**config.mk**
```make
export PLATFORM = sky130hd
export DESIGN_NAME = puct_sqrt
export DESIGN_NICKNAME = d
export VERILOG_FILES = /design/src/rtl/puct_pkg.sv /design/src/rtl/puct_sqrt.sv
export SDC_FILE = /design/constraint.sdc
export NUM_CORES = 1
export LEC_CHECK = 0
export ABC_AREA = 1
export BUFFER_PORTS_ARGS = -buffer_cell sky130_fd_sc_hd__buf_2
export CELL_PAD_IN_SITES_DETAIL_PLACEMENT = 0
export CELL_PAD_IN_SITES_GLOBAL_PLACEMENT = 1
export CORE_ASPECT_RATIO = 1.25
export CORE_MARGIN = 4
export CORE_UTILIZATION = 46
export CTS_CLUSTER_SIZE = 40
export DETAILED_ROUTE_END_ITERATION = 8
export PLACE_DENSITY = 0.92
export SYNTH_ARGS = -nofsm -noshare
export SYNTH_HDL_FRONTEND = slang
export SYNTH_SLANG_ARGS = --single-unit
```
**constraint.sdc**
```tcl
create_clock -name clk -period 3.8 [get_ports clk]
set_clock_uncertainty 0.2 [all_clocks]
set_input_delay 0.38 -clock clk [delete_from_list [all_inputs] [get_ports clk]]
set_output_delay 0.38 -clock clk [all_outputs]
set_load 0.01 [all_outputs]
```
**src/rtl/puct_pkg.sv**
```systemverilog
package puct_pkg;

	localparam int MAX_CHILDREN_DEF = 64;

	localparam int DIV_NW = 41;
	localparam int DIV_DW = 20;
	localparam int SQ_XW  = 40;
	localparam int SQ_RW  = 20;

	localparam logic [1:0] KIND_LOAD   = 2'd0;
	localparam logic [1:0] KIND_APPLY  = 2'd1;
	localparam logic [1:0] KIND_REVERT = 2'd2;
	localparam logic [1:0] KIND_SELECT = 2'd3;

	localparam logic [1:0] REG_CHILD_COUNT  = 2'd0;
	localparam logic [1:0] REG_LOSS_STEP    = 2'd1;
	localparam logic [1:0] REG_EXPLORE_INIT = 2'd2;
	localparam logic [1:0] REG_EXPLORE_BASE = 2'd3;

	localparam logic [6:0]  CHILD_COUNT_RST  = 7'd0;
	localparam logic [15:0] LOSS_STEP_RST    = 16'd0;
	localparam logic [15:0] EXPLORE_INIT_RST = 16'd640;
	localparam logic [19:0] EXPLORE_BASE_RST = 20'd19652;

	localparam logic [15:0] LN2_Q16    = 16'd45426;
	localparam logic [23:0] PARENT_MAX = 24'hFFFFFF;
	localparam logic [15:0] VISIT_MAX  = 16'hFFFF;

	typedef struct packed {
		logic signed [31:0] mean;
		logic signed [31:0] value;
		logic [15:0]        visits;
		logic [15:0]        prior;
	} entry_t;

	function automatic logic [16:0] ln_tab(input logic [4:0] i);
		logic [16:0] v;
		case (i)
			5'd0:    v = 17'd0;
			5'd1:    v = 17'd3973;
			5'd2:    v = 17'd7719;
			5'd3:    v = 17'd11262;
			5'd4:    v = 17'd14624;
			5'd5:    v = 17'd17821;
			5'd6:    v = 17'd20870;
			5'd7:    v = 17'd23783;
			5'd8:    v = 17'd26573;
			5'd9:    v = 17'd29248;
			5'd10:   v = 17'd31818;
			5'd11:   v = 17'd34292;
			5'd12:   v = 17'd36675;
			5'd13:   v = 17'd38975;
			5'd14:   v = 17'd41196;
			5'd15:   v = 17'd43345;
			5'd16:   v = 17'd45426;
			default: v = 17'd0;
		endcase
		return v;
	endfunction

endpackage

```
**src/rtl/puct_sqrt.sv**
```systemverilog
module puct_sqrt
	import puct_pkg::*;
(
	input  logic             clk,
	input  logic             arst_n,
	input  logic             start,
	input  logic [SQ_XW-1:0] radicand,
	output logic             busy,
	output logic [SQ_RW-1:0] root
);

	logic [SQ_XW-1:0] x_q;
	logic [SQ_RW:0]   rem_q;
	logic [SQ_RW-1:0] root_q;
	logic [4:0]       cnt_q;
	logic             busy_q;
	logic [SQ_RW+2:0] r2;
	logic [SQ_RW+2:0] trial;
	logic [SQ_RW+2:0] diff;

	assign r2    = {rem_q, x_q[SQ_XW-1:SQ_XW-2]};
	assign trial = {1'b0, root_q, 2'b01};
	assign diff  = r2 - trial;

	always_ff @(posedge clk or negedge arst_n) begin
		if (!arst_n) begin
			busy_q <= 1'b0;
			cnt_q  <= '0;
		end else if (start) begin
			busy_q <= 1'b1;
			cnt_q  <= 5'(SQ_RW);
		end else if (busy_q) begin
			cnt_q  <= cnt_q - 5'd1;
			busy_q <= (cnt_q != 5'd1);
		end
	end

	always_ff @(posedge clk) begin
		if (start) begin
			x_q    <= radicand;
			rem_q  <= '0;
			root_q <= '0;
		end else if (busy_q) begin
			x_q <= {x_q[SQ_XW-3:0], 2'b00};
			if (r2 >= trial) begin
				rem_q  <= diff[SQ_RW:0];
				root_q <= {root_q[SQ_RW-2:0], 1'b1};
			end else begin
				rem_q  <= r2[SQ_RW:0];
				root_q <= {root_q[SQ_RW-2:0], 1'b0};
			end
		end
	end

	assign busy = busy_q;
	assign root = root_q;

endmodule
```
## Word level (Yosys, flattened, before mapping)

Cells that the tools add are included.

| storage, ports and cells | value |
|---|---|
| flip-flop bits (word level) | 87 |
| input port bits | 43 |
| output and inout bits | 21 |
| logic and storage cells | 18 |

| operators by class | value |
|---|---|
| add/sub/neg operators | 2 |
| $lt $le $gt $ge | 1 |
| eq/ne operators | 1 |
| muxes and demuxes | 8 |
| reduce and logical (&&, ||, !) cells | 1 |

Operators by type and width:

| kind | number |
|---|---|
| $mux 40 | 2 |
| $ge 23x22->1 | 1 |
| $mux 21 | 1 |
| $sub 21x21->21 | 1 |
| $mux 5 | 2 |
| $ne 5x1->1 const B | 1 |
| $sub 5x1->5 const B | 1 |
| $mux 1 | 3 |
| $reduce_bool 2->1 | 1 |

## Logic depth before layout (Yosys ltp)

| logic depth | value |
|---|---|
| word-level depth | 3 |
| gate-level depth with buffers | 16 |
| mapped depth without buffers | 14 |

## Least setup slack after synthesis

OpenSTA, ideal clock, no wires.

| timing | value |
|---|---|
| path type | input port to flip-flop |
| from | input start |
| to | register x_q[0] (enable) |
| setup time | 0.420 ns |
| data arrival time | 2.079 ns |
| data required time | 3.180 ns |
| setup slack | 1.100 ns |
| stages on the path | 4 |
| path buffers | 2 |
| path through | clkbuf_1 nor2_1 inv_2 clkbuf_1 |

| between the ends | value |
|---|---|
| longest elaborated chain between the ends | 1 |

Ends and longest elaborated chain:

| element | RTL line | text |
|---|---|---|
| start, declared | puct_sqrt.sv:6 | `input logic start,` |
| $reduce_bool 2->1 (no source line) | - |  |
| end signal, assigned | puct_sqrt.sv:40 | `x_q <= radicand;` |
| end signal, assigned | puct_sqrt.sv:44 | `x_q <= {x_q[SQ_XW-3:0], 2'b00};` |
| end, declared | puct_sqrt.sv:12 | `logic [SQ_XW-1:0] x_q;` |

No other way between the ends.
A chain may end at the register's enable or synchronous reset.

## Worst setup path after layout

| timing | value |
|---|---|
| from | register root_q[13] (netlist: root[13]) |
| to | register rem_q[10] |

| between the ends | value |
|---|---|
| longest elaborated chain between the ends | 2 |

Ends and longest elaborated chain:

| element | RTL line | text |
|---|---|---|
| start, declared | puct_sqrt.sv:14 | `logic [SQ_RW-1:0] root_q;` |
| start signal, assigned | puct_sqrt.sv:47 | `root_q <= {root_q[SQ_RW-2:0], 1'b1};` |
| start signal, assigned | puct_sqrt.sv:50 | `root_q <= {root_q[SQ_RW-2:0], 1'b0};` |
| $ge 23x22->1 | puct_sqrt.sv:45 | `if (r2 >= trial) begin` |
| $mux 21 | puct_sqrt.sv:45 |  |
| end signal, assigned | puct_sqrt.sv:46 | `rem_q <= diff[SQ_RW:0];` |
| end signal, assigned | puct_sqrt.sv:49 | `rem_q <= r2[SQ_RW:0];` |
| end, declared | puct_sqrt.sv:13 | `logic [SQ_RW:0] rem_q;` |

No other way between the ends.

==> results.cfg <==
[floorplanning]
rows = 41
die_h_um = 124
dieWidth_um = 101
core_area_mm2 = 0.0103
dieArea_mm2 = 0.0124
initial_utilization = 0.480
ioPinCount = 64

[grt]
first_global_vias = 4167
busiest_layer = met2
grt_use_total = 0.191
grt_pass1_wl_um = 18900
grt_max_degree = 43
antenna_found_initial = 0
grtUsageMet3 = 0.0381
grt_util_met2 = 0.330
gr-usage-met1 = 0.226
grt_overflow = 0

[power_and_ir_drop]
intPower_uw = 2320
power_frac_comb = 0.505
pwr-share-seq = 0.295
ir_worst_vdd_mv = 0.304
p_leak_uw = 0.00289
pwr-share-clk = 0.200
p_switching_uw = 1820
swShare = 0.439
powerDensity_mw_per_mm2 = 738
p_total_uw = 4140

[sta]
finalSetupViolations = 0
period_share = 0.723
clock.fmax_mhz = 364
tightestPinTransition_ns = 0.713
fin_tns_setup_ns = 0
drv_slew = 0
max_slew_margin = 0.524
finalHoldViolations = 0
period_needed_ns = 2.75
rsz0062_at_grt = no

[synth]
synth_top_area_share = 0.244
yosysWarnings = 0
yosys-top-cells-area = edfxtp_1 24%, nand2_1 21%, dfxtp_1 17%, inv_1 6.4%, ha_1 6.1%
syn_area_mm2 = 0.00492
yosys.area.top_type = edfxtp_1
syn_nets = 737
syn-instance-count = 670
ys_ff_latch = 87
avgSynthCellArea_um2 = 7.34
yosysSeqAreaShare = 0.442
ys_types = 30

[status]
outcome = finished clean

[min_path]
min_path_type = in -> reg

[final_layout]
fillers = 1024
fin_nets = 795
finalInstanceArea_mm2 = 0.00561
multi_input_area_mm2 = 0.00231
regArea_mm2 = 0.00217
syn_to_final_growth_pct = 14.1
drive_above_1_share = 0.135
antenna_cells = 0

[cts]
cts_resized = 0
cts_root_buffer = clkbuf_16
clock_latency_ns = 0.34
cts_tree = built
cts_buffers = 9
cts_buffer_depth = 2
h-tree-depth = 3
clk_pin_slew_ns = 0.07
numClockSinks = 87

[flow_run]
cap_viol_max_count = 0

[worst_setup_path]
worst_ep_arrival_time_ns = 2.83
cp-end-kind = flip-flop
cp.required_ns = 3.88
slowest_delay_ns = 0.56
path_cells = inv_1 > ha_1 > nand2_1 > nor2_2 > nand2_1 > nor3_2 > nor2_2 > nand2_4 > nor2_2 > nand2_1 > nand3_1
cpMaxStageDelayCell = nor2_2
critical-path-top-delay-family = simple AND/OR/NAND/NOR gates
critical_path_peak_fanout = 20
crit_type = reg -> reg
start_kind = flip-flop
crit_buf_inv = 1

[place]
finalWeightedCongestion = 0.900
post-dp-hpwl_um = 8390
portBuffers = 63
placed_area_mm2 = 0.00533

[detailed_routing]
drt-total-wl_um = 11500
ant_nets = 0
first_iter_violations = 212
via_per_inst = 5.05
firstDrtPassIters = 5
vias = 4354
wl_per_cell_um = 13.3
drcViolationCount = 0
power by group through the flow:
stage | registers (uW) | logic [uW] | clock network (uW)
final | 1220 | 2090 | 828
after global routing | 1240 | 2400 | 886
after CTS | 1220 | 2090 | 851
after detailed placement | 1240 | 2070 | 0
after global placement | 1240 | 2060 | 0
after floorplan | 1220 | 1730 | 0
what timing repair did:
item                                   in CTS  in global routing
setup buffers                               0                  0
endpoints found under the hold margin       6                  0
hold buffers                                1                  0
per-layer routing:
metal	vias to the layer above	wire length [um]
met3	26	595
li1	2255	-
met5	-	0
met4	0	337
met2	111	5580
met1	1962	4960
worst min-delay path: cells and delay by family:
family | cells | cell delay [ns]
buffers and inverters | 2 | 0.12
AND/OR/NAND/NOR | 1 | 0.04
cell usage in the layout, fill, tap and decap left out, drive strengths merged:
cell type    instances
o21ai                9
and3                 2
clkinv               1
nand3b               3
nand4                3
dfxtp               41
o22ai               20
ha                  24
dfrtp                6
o21a                 1
o21bai               5
xnor2                4
a21oi               22
inv                 88
edfxtp              40
dlygate4sd3          1
clkbuf              10
nand3               59
xor2                 5
clkinvlp             3
nor2                26
and2                 1
buf                 68
nand2              286
nor3                 5
cell families (layout without fill, tap and decap cells):
family                     count (synthesis)  count (layout)  synth area share
adders and majority gates                 24              24            0.0610
AOI/OAI and AO/OA                         57              57            0.0669
buffers and inverters                    108             171            0.0895
and+or+nand+nor                          385             385             0.325
xor gates and xnor gates                   9               9            0.0160
DFF                                       87              87             0.442
per-stage QoR:
step                      setup WS, ns  cells   util  hold slack [ns]
after floorplan                   1.10    670      -           -0.116
after global placement            1.16    845  0.519          0.00572
after detailed placement          1.07    845  0.519           0.0131
after CTS                         1.05    862  0.547           0.0847
after global routing             0.751    862  0.547            0.105
final                             1.05    862  0.547           0.0971
worst paths after layout:
check / startpoint / endpoint / slack [ns] / cells past startpoint
max: root[13]$_SDFFE_PP0P_ / rem_q[10]$_SDFFE_PP0P_ / 1.05 / 11
min in group asynchronous: arst_n / cnt_q[4]$_DFFE_PN0P_ / 0.22 / 2
min reg2reg: rem_q[20]$_SDFFE_PP0P_ / rem_q[20]$_SDFFE_PP0P_ / 0.28 / 2
max reg2reg: root[13]$_SDFFE_PP0P_ / rem_q[10]$_SDFFE_PP0P_ / 1.05 / 11
max in group asynchronous: arst_n / cnt_q[0]$_DFFE_PN0P_ / 3.03 / 2
min: radicand[1] / x_q[1]$_SDFFCE_PN0P_ / 0.1 / 3
synthesized netlist by cell type:
cell      number
nand2_1      278
inv_2          2
nor3_2         1
inv_1         84
xor2_1         5
buf_6          1
xnor2_1        4
nand4_1        3
nand3b_1       3
nor2_2         5
o21bai_1       5
o21a_1         1
a21oi_2        1
buf_2          4
o22ai_1       20
ha_1          24
nand2_2        6
and3_1         2
nor2_1        21
edfxtp_1      40
o21ai_0        9
a21oi_1       21
dfrtp_1        6
nand3_1       59
buf_8          2
clkbuf_1      15
nand2_4        2
and2_1         1
nor3_1         4
dfxtp_1       41
final cells by class:
cell class | count | area share
inverters | 86 | 0.0575
well taps | 129 | 0.0288
repair buffers | 69 | 0.0669
clock inverters | 6 | 0.00780
flip-flops and latches | 87 | 0.387
multi-input cells | 475 | 0.411
clock buffers | 10 | 0.0408
sequential cells by signal, summed over array words and instances, names as in the netlist:
name and count:
x_q 40, rem_q 21, root 20, cnt_q 5, busy 1
Power figures use the tool's default switching activity.
