File: config.mk
export PLATFORM = sky130hd
export DESIGN_NAME = puct_div
export DESIGN_NICKNAME = d
export VERILOG_FILES = /design/src/rtl/puct_pkg.sv /design/src/rtl/puct_div.sv
export SDC_FILE = /design/constraint.sdc
export NUM_CORES = 1
export LEC_CHECK = 0
export ABC_CLOCK_PERIOD_IN_PS = 4400
export CORE_UTILIZATION = 35
export CTS_BUF_LIST = sky130_fd_sc_hd__clkbuf_4
export DETAILED_ROUTE_END_ITERATION = 12
export DONT_BUFFER_PORTS = 1
export GPL_TIMING_DRIVEN = 0
export PLACE_DENSITY = 0.53
export REMOVE_ABC_BUFFERS = 1
export SLEW_MARGIN = 5
export SYNTH_ARGS = -nofsm -noshare
export SYNTH_HDL_FRONTEND = slang
export SYNTH_SLANG_ARGS = --single-unit
File: constraint.sdc
create_clock -name clk -period 4.4 [get_ports clk]
set_input_delay 0.66 -clock clk [delete_from_list [all_inputs] [get_ports clk]]
set_output_delay 0.66 -clock clk [all_outputs]
set_load 0.05 [all_outputs]
File: src/rtl/puct_pkg.sv
package puct_pkg;

	localparam int MAX_CHILDREN_DEF = 64;

	localparam int DIV_NW = 41;
	localparam int DIV_DW = 20;
	localparam int SQ_XW  = 40;
	localparam int SQ_RW  = 20;

	localparam logic [1:0] KIND_LOAD   = 2'd0;
	localparam logic [1:0] KIND_APPLY  = 2'd1;
	localparam logic [1:0] KIND_REVERT = 2'd2;
	localparam logic [1:0] KIND_SELECT = 2'd3;

	localparam logic [1:0] REG_CHILD_COUNT  = 2'd0;
	localparam logic [1:0] REG_LOSS_STEP    = 2'd1;
	localparam logic [1:0] REG_EXPLORE_INIT = 2'd2;
	localparam logic [1:0] REG_EXPLORE_BASE = 2'd3;

	localparam logic [6:0]  CHILD_COUNT_RST  = 7'd0;
	localparam logic [15:0] LOSS_STEP_RST    = 16'd0;
	localparam logic [15:0] EXPLORE_INIT_RST = 16'd640;
	localparam logic [19:0] EXPLORE_BASE_RST = 20'd19652;

	localparam logic [15:0] LN2_Q16    = 16'd45426;
	localparam logic [23:0] PARENT_MAX = 24'hFFFFFF;
	localparam logic [15:0] VISIT_MAX  = 16'hFFFF;

	typedef struct packed {
		logic signed [31:0] mean;
		logic signed [31:0] value;
		logic [15:0]        visits;
		logic [15:0]        prior;
	} entry_t;

	function automatic logic [16:0] ln_tab(input logic [4:0] i);
		logic [16:0] v;
		case (i)
			5'd0:    v = 17'd0;
			5'd1:    v = 17'd3973;
			5'd2:    v = 17'd7719;
			5'd3:    v = 17'd11262;
			5'd4:    v = 17'd14624;
			5'd5:    v = 17'd17821;
			5'd6:    v = 17'd20870;
			5'd7:    v = 17'd23783;
			5'd8:    v = 17'd26573;
			5'd9:    v = 17'd29248;
			5'd10:   v = 17'd31818;
			5'd11:   v = 17'd34292;
			5'd12:   v = 17'd36675;
			5'd13:   v = 17'd38975;
			5'd14:   v = 17'd41196;
			5'd15:   v = 17'd43345;
			5'd16:   v = 17'd45426;
			default: v = 17'd0;
		endcase
		return v;
	endfunction

endpackage

File: src/rtl/puct_div.sv
module puct_div
	import puct_pkg::*;
(
	input  logic              clk,
	input  logic              arst_n,
	input  logic              start,
	input  logic [DIV_NW-1:0] dividend,
	input  logic [DIV_DW-1:0] divisor,
	output logic              busy,
	output logic [DIV_NW-1:0] quotient
);

	logic [DIV_NW-1:0] q_q;
	logic [DIV_DW-1:0] rem_q;
	logic [DIV_DW-1:0] den_q;
	logic [5:0]        cnt_q;
	logic              busy_q;
	logic [DIV_DW+1:0] trial;

	assign trial = {1'b0, rem_q, q_q[DIV_NW-1]} - {2'b0, den_q};

	always_ff @(posedge clk or negedge arst_n) begin
		if (!arst_n) begin
			busy_q <= 1'b0;
			cnt_q  <= '0;
		end else if (start) begin
			busy_q <= 1'b1;
			cnt_q  <= 6'(DIV_NW);
		end else if (busy_q) begin
			cnt_q  <= cnt_q - 6'd1;
			busy_q <= (cnt_q != 6'd1);
		end
	end

	always_ff @(posedge clk) begin
		if (start) begin
			q_q   <= dividend;
			rem_q <= '0;
			den_q <= divisor;
		end else if (busy_q) begin
			if (!trial[DIV_DW+1]) begin
				rem_q <= trial[DIV_DW-1:0];
				q_q   <= {q_q[DIV_NW-2:0], 1'b1};
			end else begin
				rem_q <= {rem_q[DIV_DW-2:0], q_q[DIV_NW-1]};
				q_q   <= {q_q[DIV_NW-2:0], 1'b0};
			end
		end
	end

	assign busy     = busy_q;
	assign quotient = q_q;

endmodule

Word level (Yosys, flattened, before mapping):

Cells that the tools add are included.

* add/subtract/negate cells: 2
* multiply operators: 0
* div/mod/pow operators: 0
* magnitude comparators: 0
* eq/ne operators: 1
* shift-type cells: 0
* mux-type cells: 8
* bitwise logic cells: 0
* reduce and logical (&&, ||, !) cells: 1

Operators with widths (count)
* 41-bit 2-to-1 mux: 2
* 21-bit by 20-bit subtractor with 22-bit output: 1
* 20-bit 2-to-1 mux: 1
* 6-bit 2-to-1 mux: 2
* 6-bit by 1-bit != test with 1-bit output, second input constant: 1
* 6-bit by 1-bit subtractor with 6-bit output, second input constant: 1
* 1-bit 2-to-1 mux: 3
* 2-bit nonzero test: 1

* register bits after elaboration: 88
* bits in latches: 0
* RAM bits: 0
* ROM bits: 0
* bits of input ports: 64
* memories: 0

Logic depth before layout (Yosys ltp):

Gate-level depths: netlist of run 1.

* depth after elaboration: 4
* depth in mapped cells: 10

Least setup slack after synthesis of run 1:

OpenSTA, ideal clock, no wires.

* path type: reg-to-reg
* from: register q_q[40], in the netlist quotient[40]
* to: register rem_q[18]
* setup time: 133 ps
* arrival: 2471 ps
* data required time: 4267 ps
* slack: 1795 ps
* stages on the path, launching flop included: 10
* buffers on the path: 0
* cells stage by stage: edfxtp_1 > inv_1 > ha_1 > fa_1 > nand2b_1 > a211o_1 > a21o_1 > a211o_1 > o211ai_1 > o221ai_1

* longest elaborated chain between the ends: 2

RTL lines
* start, declared: RTL line puct_div.sv:13 `logic [DIV_NW-1:0] q_q;`
* start signal, assigned: RTL line puct_div.sv:37 `q_q <= dividend;`
* start signal, assigned: RTL line puct_div.sv:43 `q_q <= {q_q[DIV_NW-2:0], 1'b1};`
* start signal, assigned: RTL line puct_div.sv:46 `q_q <= {q_q[DIV_NW-2:0], 1'b0};`
* 21-bit by 20-bit subtractor with 22-bit output: RTL line puct_div.sv:20 `assign trial = {1'b0, rem_q, q_q[DIV_NW-1]} - {2'b0, den_q};`
* 20-bit 2-to-1 mux: RTL line puct_div.sv:41 `if (!trial[DIV_DW+1]) begin`
* end signal, assigned: RTL line puct_div.sv:42 `rem_q <= trial[DIV_DW-1:0];`
* end signal, assigned: RTL line puct_div.sv:45 `rem_q <= {rem_q[DIV_DW-2:0], q_q[DIV_NW-1]};`
* end, declared: RTL line puct_div.sv:14 `logic [DIV_DW-1:0] rem_q;`

No other way between the ends.
A chain may end at the register's enable or synchronous reset.

Worst setup path in the final report of run 1:

* from: register den_q[12]
* to: register q_q[0], in the netlist quotient[0], data pin

* longest elaborated chain between the ends: 4

RTL lines
* start, declared: RTL line puct_div.sv:15 `logic [DIV_DW-1:0] den_q;`
* start signal, assigned: RTL line puct_div.sv:39 `den_q <= divisor;`
* 21-bit by 20-bit subtractor with 22-bit output: RTL line puct_div.sv:20
* 1-bit 2-to-1 mux: RTL line puct_div.sv:41
* 41-bit 2-to-1 mux: RTL line puct_div.sv:40 `end else if (busy_q) begin`
* 41-bit 2-to-1 mux: RTL line puct_div.sv:36 `if (start) begin`

No other way between the ends. The select of a mux whose other input is x is not followed.

==> reports/qor.yml, run 1 <==
dieArea_mm2: 0.0141
root_buffer: "clkbuf_4"
dr.max_layer_used: "met4"
powerDensity_mw_per_mm2: 359
grt_max_degree: 75
holdCritStartpoint: "start"
startpoint_type: "flip-flop"
row_count: 42
cts_setup_buffers: 0
yosysSeqAreaShare_pct: 50.6
wl_met3_um: 1020
r2r_end: "quotient[0]"
final.setup.tns_ns: 0
finalCritPeriodShare_pct: 78.1
fmax_mhz: 291
wl_met2_um: 4990
r2r_cells: 8
hold_viol_final: 0
n_antenna_cell: 0
grt-ovfl-total: 0
slowest_delay_ns: 0.74
io_pins: 106
avgSynthCellArea_um2: 11.4
htreeDepth: 3
path_cells: "inv_1, ha_1, a21oi_1, o21ai_0, a22o_2, o31ai_4, nand2_1, mux2_2"
r2r_start: "den_q[12]"
cts-resized-gates: 0
drc: 0
leakage_nw: 1.93
synthCells: 416
final_net_count: 498
synth_seq_cells: 88
min_path_cells: 1
dpl_cell_area_mm2: 0.00489
area_growth_pct: 6.10
status: "finished, final reports clean"
slowest_stage: "o31ai_4"
io_buffers: 0
wl_met1_um: 4340
async_flop_share_pct: 7.95
layout-drive-gt1-share_pct: 18.0
clk_latency_ns: 0.47
drt-initial-drc-count: 160
grt_usage_pct: 15.3
synth_edf_count: 61
place_congestion: 0.789
dp_hpwl_um: 7100
wl_um: 10500
finalSetupViolCount: 0
dominantRegCellSynth: "edfxtp_1"
cts_sinks: 88
critPathArrivalTime_ns: 3.68
dr.pass1.iters: 4
rsz0062_at_grt: "no"
worstSetupPathType: "reg2reg"
synth_cell_types: 64
layoutNonFillerInstCount: 592
clock_tree.buffer_depth: 2
die_w_um: 119
fin_crit_ns: 3.44
cts-buffers-inserted: 9
maxCapViolations: 0
stdcell_area_mm2: 0.00505
ctsHoldBuffers: 1
grt_pass1_wl_um: 16600
drtAntennaViolNets: 0
vias_per_cell: 5.39
vdd_drop_max_uv: 219
cts_tree: "built"
path_clk_slew_ns: 0.15
fin_skew_ns: 0.0177
antenna_found_initial: 0
grt_pass1_vias: 3268
fp.dieH_um: 119
dp_cells: 575
r2r_setup_slack_ns: 0.96
initial_utilization_pct: 35.9
coreArea_mm2: 0.0132
endpoint_kind: "flip-flop"
min_to: "cnt_q[2]"
yosys_warnings: 0
wl_per_cell_um: 17.7
final_common_cell: "edfxtp_1"
slew_headroom_pct: 4.81
synthesis.area_mm2: 0.00476
num_vias: 3190
final_cell_mix: "61 x edfxtp_1, 42 x mux2_2, 29 x nand2_1, 27 x inv_1, 22 x ha_1"
power.total_w: 0.00181
worstPathRequired_ns: 4.64
hold_path.class: "in2reg"
crit_fanout: 18
slew_violations: 0
tightest_slew_ns: 1.42
-- kinds of logic (layout without fill, tap and decap cells) --
logic type | after synthesis | in the layout | synth area share (%)
buffers and inverters | 45 | 45 | 3.97
adder cells (fa/ha/maj) | 23 | 23 | 6.21
AND/OR/NAND/NOR | 109 | 109 | 12.0
AO/OA/AOI/OAI | 94 | 94 | 14.5
multiplexers | 44 | 44 | 10.4
XOR/XNOR | 13 | 13 | 2.39
flip-flops | 88 | 88 | 50.6
-- through the flow --
step	util, %	hold WS, ns	setup slack, ns
final	38.1	0.257	0.964
after global placement	37.0	0.365	0.932
after floorplan	-	0.364	1.76
after global routing	38.1	0.206	0.764
after CTS	38.1	0.199	0.953
after detailed placement	37.0	0.365	1.00
-- flip-flops by register name, indices dropped and copies added, names as in the netlist --
signal	cells
busy	1
den_q	20
cnt_q	6
quotient	41
rem_q	20
-- synth_stat cells (all sizes together), types with 8 or more instances --
library cell  number  area share [%]
inv               28             2.2
a21oi             22             2.4
and2              10             1.3
nand2             29             2.3
mux2              42             9.9
o21ai             15             1.7
edfxtp            61              39
nand3             13             1.5
clkbuf            13             1.1
dfxtp             20             8.4
o211ai             8             1.3
ha                22             5.8
nor2              18             1.4
-- critical path: cells and delay by family (launching register included) --
family                   cells  cell delay [ns]
adder cells (fa/ha/maj)      1             0.36
multiplexers                 1             0.40
flip-flops                   1             0.35
AO/OA/AOI/OAI                4             1.74
AND/OR/NAND/NOR              1             0.32
buffers and inverters        1             0.04
-- layout make-up --
cell class | instances | area [um2]
Clock buffer | 9 | 67.6
Clock inverter | 7 | 76.3
Fill cell | 1349 | 8200
Inverter | 28 | 105
Multi-Input combinational cell | 283 | 2160
Sequential cell | 88 | 2410
Tap cell | 176 | 220
Timing Repair Buffer | 1 | 10.0
-- routing by layer --
| metal | global-route usage [%] | vias to the layer above |
|---|---|---|
| met3 | 7.09 | 11 |
| met4 | 4.91 | 0 |
| met1 | 17.5 | 1519 |
| met5 | 0 | - |
| li1 | - | 1549 |
| met2 | 25.0 | 111 |
-- power by group --
part | internal [W] | total (W) | leakage [nW] | switching, W
clock | 0.000180 | 0.000484 | 0.0802 | 0.000304
sequential | 0.000960 | 0.00114 | 0.872 | 0.000185
combinational | 0.0000926 | 0.000181 | 0.983 | 0.0000889
total | 0.00123 | 0.00181 | 1.93 | 0.000578
-- worst max path at each step --
stage	slack, ns	start	endpoint
3_3_place_gp	0.93	busy	quotient[29]
3_5_place_dp	1.0	den_q[12]	quotient[0]
2_1_floorplan	1.76	den_q[6]	quotient[0]
4_1_cts	0.95	den_q[12]	quotient[0]
5_1_grt	0.76	den_q[12]	quotient[0]
6_report	0.96	den_q[12]	quotient[0]
Note: power is estimated with default switching activity, not from simulation.
==> run 2, diff against run 1 <==
- ABC_CLOCK_PERIOD_IN_PS: 4400 -> 2900
- PLACE_DENSITY: 0.53 -> 0.55
- clock period: 4.4 -> 2.9 ns (I/O delays scaled with it)
==> run 2 against run 1 <==
Routed wire length up 2.6%. Cell count up 3.9%. Setup slack got worse by 0.86 ns. Critical endpoint is now rem_q[18].
==> reports/qor.yml, run 2 (same netlist as run 1, synthesis figures left out) <==
grt_usage_pct: 15.7  # +0.43 points
internal_power_w: 0.00182  # +48%
holdCritStartpoint: "start"
min_to: "den_q[14]"
crit_fanout: 6  # -12
drt-initial-drc-count: 139  # -13%
slowest_delay_ns: 0.70  # -0.04 ns
layout-drive-gt1-share_pct: 19.6  # +1.6 points
root_buffer: "clkbuf_4"
endpoint_kind: "flip-flop"
finalCritPeriodShare_pct: 96.3  # +18 points
dp_hpwl_um: 7100  # about the same
slew_headroom_pct: 31.0  # +26 points
die_w_um: 119  # unchanged
grt_pass1_wl_um: 17000  # +2.4%
grt-ovfl-total: 0  # unchanged
vdd_drop_max_uv: 339  # +54%
initial_utilization_pct: 35.9  # unchanged
regArea_mm2: 0.00241  # about the same
min_path_cells: 0  # -1
p_clk_share_pct: 25.9  # -0.8 points
p_sw_w: 0.000941  # +63%
r2r_start: "quotient[40]"
multiInputGateArea_mm2: 0.00219  # +1.4%
drtAntennaViolNets: 0  # unchanged
worstPathRequired_ns: 3.27  # -1.37 ns
clk_latency_ns: 0.48  # about the same
num_vias: 3338  # +4.6%
worstSetupPathType: "reg2reg"
status: "finished, final reports clean"
final_net_count: 521  # +4.6%
slew_violations: 0  # unchanged
wl_um: 10700  # +2.6%
cpLargestDelayFamily: "compound AO/OA/AOI/OAI gates"
largest_reg_flops: 41  # unchanged
antenna_found_initial: 0  # unchanged
fmax_mhz: 358  # +23%
tightest_slew_ns: 1.03  # -0.391 ns
crit_top_cell: "a211o_1"
slowest_stage: "edfxtp_1"
fin_crit_ns: 2.79  # -0.643 ns
area_growth_pct: 11.5
r2r_end: "rem_q[18]"
finalSetupViolCount: 0  # unchanged
startpoint_type: "flip-flop"
path_cells: "inv_1, ha_2, fa_1, nand2b_4, a211o_1, a21o_4, a211o_1, o211ai_1, o221ai_1"
final_common_cell: "edfxtp_1"
n_antenna_cell: 0  # unchanged
vias_per_cell: 5.43  # +0.73%
final_cell_mix: "61 x edfxtp_1, 42 x mux2_2, 29 x nand2_1, 27 x inv_1, 22 x dlygate4sd3_1"
dieArea_mm2: 0.0141  # unchanged
maxCapViolations: 0  # unchanged
worstPathBufferInverterCount: 1  # unchanged
row_count: 42  # unchanged
place_congestion: 0.801  # +1.5%
drc: 0  # unchanged
whs_ns: 0.0723  # -0.184 ns
fill_cells: 1325  # -1.8%
grt_pass1_vias: 3430  # +5.0%
r2r_cells: 9  # +1
io_buffers: 0  # unchanged
leakage_nw: 2.04  # +5.2%
dpl_cell_area_mm2: 0.00489  # unchanged
cts_tree: "built"
coreArea_mm2: 0.0132  # unchanged
grt_max_degree: 66  # -12%
p_sw_share_pct: 34.1  # +2.1 points
critPathArrivalTime_ns: 3.16  # -0.52 ns
combPwrFrac_pct: 11.2  # +1.2 points
hold_path.class: "in2reg"
r2r_setup_slack_ns: 0.11  # -0.86 ns
fp.dieH_um: 119  # unchanged
stdcell_area_mm2: 0.00530  # +5.1%
htreeDepth: 3  # unchanged
dr.pass1.iters: 4  # unchanged
fin_skew_ns: 0.0173  # -0.000359 ns
cts_sinks: 88  # unchanged
powerDensity_mw_per_mm2: 521  # +45%
wl_per_cell_um: 17.5  # -1.3%
path_clk_slew_ns: 0.17  # +0.02 ns
io_pins: 106  # unchanged
hold_viol_final: 0  # unchanged
cts-buffers-inserted: 9  # unchanged
clock_tree.buffer_depth: 2  # unchanged
seqPwrFrac_pct: 62.9  # -0.3 points
## run 2: cell types whose count changed in the layout (fill, tap and decap cells not counted), sizes merged
| cell | delta |
|---|---|
| dlygate4sd3 | +21 |
| buf | +2 |
| bufinv | -1 |
| clkinv | -1 |
| clkinvlp | +1 |
| inv | +1 |
## run 2: power groups by stage
stage	Clock [W]	Combinational [W]	Sequential, W
finish	0.000717	0.000309	0.00174
global route	0.000787	0.000344	0.00175
CTS	0.000756	0.000303	0.00174
detailed placement	0	0.000273	0.00176
global placement	0	0.000266	0.00177
floorplan	0	0.000228	0.00174
## run 2: worst max-delay path by stage
stage                       startpoint            to  slack [ns]  cells after the start
after global placement            busy  quotient[30]       -0.54                      2
after floorplan               den_q[6]   quotient[0]        0.26                      8
after CTS                 quotient[40]     rem_q[12]       0.008                      9
after detailed placement     den_q[12]   quotient[0]       -0.53                      8
final                     quotient[40]     rem_q[18]        0.11                      9
after global routing      quotient[40]     rem_q[18]      -0.001                      9
## run 2: area by class of cell
class,instances,area share [%]
Sequential cell,88,45.4
Tap cell,176,4.15
Inverter,28,1.98
Timing Repair Buffer,24,4.51
Clock inverter,7,1.37
Clock buffer,9,1.27
Multi-Input combinational cell,283,41.3
## run 2: routing by layer
layer	wire length (um)	GRT usage, %	part of all wire [%]	vias to the layer above
li1	-	-	-	1601
met1	4710	19.2	44	1591
met2	4900	24.7	46	134
met3	964	6.23	9.0	12
met4	167	6.01	1.6	0
met5	0	0	0	-
## run 2: what timing repair did
action / CTS / global route
pin swaps: 1 / 2
setup endpoints to repair: 60 / 15
gates resized for setup: 2 / 7
buffers inserted: 1 / 1
hold buffers: 22 / 0
hold endpoints to repair: 37 / 0
## run 2: stage by stage
stage	power, W	std cells	worst slack, ns	utilization [%]	TNS [ns]
after global placement	0.00203	575	-0.537	37.0	-24.64
final	0.00276	615	0.107	40.1	0
after CTS	0.00280	614	0.00767	39.8	0
after global routing	0.00288	615	-0.00106	40.1	-0.00106
after floorplan	0.00197	399	0.260	-	0
after detailed placement	0.00204	575	-0.529	37.0	-5.99
==> run 3, diff against run 2 <==
- ABC_CLOCK_PERIOD_IN_PS: 2900 -> 2800
- CORE_MARGIN: unset -> 3
- PLACE_DENSITY: 0.55 -> 0.53
- clock period: 2.9 -> 2.8 ns (I/O delays scaled with it)
==> run 3 against run 2 <==
Sequential share of layout area hardly changed. Power is 4.7% higher. First-iteration DRC count is 12% lower. Sequential power is 3% higher. Critical path type unchanged. Critical endpoint unchanged. Largest power group unchanged.
==> reports/qor.yml, run 3 (same netlist as run 1, synthesis figures left out) <==
status: "finished, final reports clean"
cpLargestDelayFamily: "compound AO/OA/AOI/OAI gates"
wl_per_cell_um: 18.3  # +5.1%
grt_max_degree: 70  # +6.1%
cp.depth: 9  # unchanged
slowest_delay_ns: 0.72  # +0.02 ns
min_path_cells: 0  # unchanged
dp_slack_ns: -0.636  # -0.107 ns
path_cells: "inv_2, ha_4, fa_2, nand2b_4, a211o_1, a21o_4, a211o_1, o211ai_1, o221ai_1"
drtAntennaViolNets: 0  # unchanged
coreArea_mm2: 0.0129  # -2.4%
n_antenna_cell: 0  # unchanged
r2r_end: "rem_q[18]"
fmax_mhz: 369  # +3.1%
io_buffers: 0  # unchanged
r2r_start: "quotient[40]"
vdd_drop_max_uv: 404  # +19%
cts_sinks: 88  # unchanged
final_net_count: 518  # -0.58%
clk_latency_ns: 0.47  # about the same
cts-buffers-inserted: 9  # unchanged
finalCritPeriodShare_pct: 96.8  # +0.44 points
worstSetupPathType: "reg2reg"
final.setup.tns_ns: 0  # unchanged
place_congestion: 0.762  # -4.8%
num_vias: 3281  # -1.7%
dp_hpwl_um: 7390  # +4.0%
wl_um: 11200  # +3.9%
clock_tree.buffer_depth: 2  # unchanged
power.total_w: 0.00289  # +4.7%
fill_cells: 1322  # -0.23%
final_common_cell: "edfxtp_1"
fin_crit_ns: 2.71  # -0.0841 ns
dieArea_mm2: 0.0150  # +6.9%
final_cell_mix: "61 x edfxtp_1, 42 x mux2_2, 29 x nand2_1, 26 x inv_1, 21 x ha_1"
hold_path.class: "in2reg"
dp_cells: 571  # -0.70%
path_clk_slew_ns: 0.15  # -0.02 ns
grt_pass1_wl_um: 17700  # +4.1%
multiInputGateArea_mm2: 0.00222  # +1.4%
leakage_nw: 2.03  # -0.12%
worstPathBufferInverterCount: 1  # unchanged
initial_utilization_pct: 36.8  # +0.88 points
layoutNonFillerInstCount: 608  # -1.1%
slew_headroom_pct: 41.2  # +10 points
powerDensity_mw_per_mm2: 546  # +4.8%
r2r_cells: 9  # unchanged
maxCapViolations: 0  # unchanged
endpoint_kind: "flip-flop"
area_growth_pct: 11.4  # about the same
cts_tree: "built"
drt-initial-drc-count: 123  # -12%
row_count: 41  # -2.4%
tightest_slew_ns: 0.881  # -0.150 ns
layout-drive-gt1-share_pct: 20.9  # +1.3 points
crit_top_cell: "a211o_1"
setup.worst_path.start: "quotient[40]"
grt_usage_pct: 15.3  # -0.39 points
root_buffer: "clkbuf_4"
r2r_setup_slack_ns: 0.09  # -0.02 ns
largest_reg_flops: 41  # unchanged
io_pins: 106  # unchanged
whs_ns: 0.0546  # -0.0177 ns
fp.dieH_um: 123  # +3.4%
fin_skew_ns: 0.0237  # +0.00640 ns
crit_fanout: 6  # unchanged
drc: 0  # unchanged
grt_pass1_vias: 3406  # -0.70%
endpoint: "rem_q[18]"
worstPathRequired_ns: 3.15  # -0.12 ns
htreeDepth: 3  # unchanged
regArea_mm2: 0.00241  # unchanged
slowest_stage: "edfxtp_1"
dr.pass1.iters: 4  # unchanged
finalSetupViolCount: 0  # unchanged
antenna_found_initial: 0  # unchanged
startpoint_type: "flip-flop"
die_w_um: 123  # +3.4%
slew_violations: 0  # unchanged
critPathArrivalTime_ns: 3.06  # -0.10 ns
worst_slack_ns: 0.0909  # -0.0159 ns
vias_per_cell: 5.40  # -0.58%
hold_viol_final: 0  # unchanged
grt-ovfl-total: 0  # unchanged
run 3: cell count changes in the layout (fill, tap and decap cells not counted), sizes merged:
| cell | before | now |
|---|---|---|
| clkinvlp | 1 | 0 |
| bufinv | 0 | 1 |
| buf | 2 | 3 |
| dlygate4sd3 | 22 | 18 |
run 3: how the worst min path moves through the flow:
stage                     start         to  slack (ns)
floorplan                arst_n       busy        0.12
detailed placement       arst_n   cnt_q[1]        0.12
finish              divisor[10]  den_q[10]        0.05
global placement         arst_n   cnt_q[1]        0.12
CTS                  divisor[6]   den_q[6]       0.003
global route        divisor[10]  den_q[10]       0.002
run 3: where the power goes:
part	internal, W	switching, W
sequential	0.00151	0.000293
combinational	0.000167	0.000150
clock	0.000284	0.000492
total	0.00196	0.000935
run 3: area by class of cell:
type,instances,area share [%]
Clock buffer,9,1.27
Sequential cell,88,45.4
Inverter,28,1.98
Tap cell,172,4.06
Multi-Input combinational cell,283,41.9
Clock inverter,7,1.44
Timing Repair Buffer,21,3.90
run 3: what timing repair did:
action | in CTS | in global routing
endpoints found under the hold margin | 24 | 5
gates resized for setup | 9 | 7
setup buffers | 3 | 0
pin swaps | 3 | 3
setup endpoints to repair | 62 | 37
hold buffers | 13 | 5
run 3: per-stage QoR:
step / utilization [%] / area [um2]
6_report: 41.0 / 5300
2_1_floorplan: - / 4670
3_5_place_dp: 37.8 / 4890
5_1_grt: 41.0 / 5300
4_1_cts: 40.4 / 5220
3_3_place_gp: 37.8 / 4890
run 3: routing by layer:
metal | share of wire (%) | wire length [um] | vias up | track usage [%]
met1 | 44 | 4930 | 1580 | 19.3
met5 | 0 | 0 | - | 0
met2 | 46 | 5140 | 107 | 23.7
li1 | - | - | 1587 | -
met4 | 0.99 | 110 | 0 | 4.06
met3 | 8.7 | 968 | 7 | 7.14
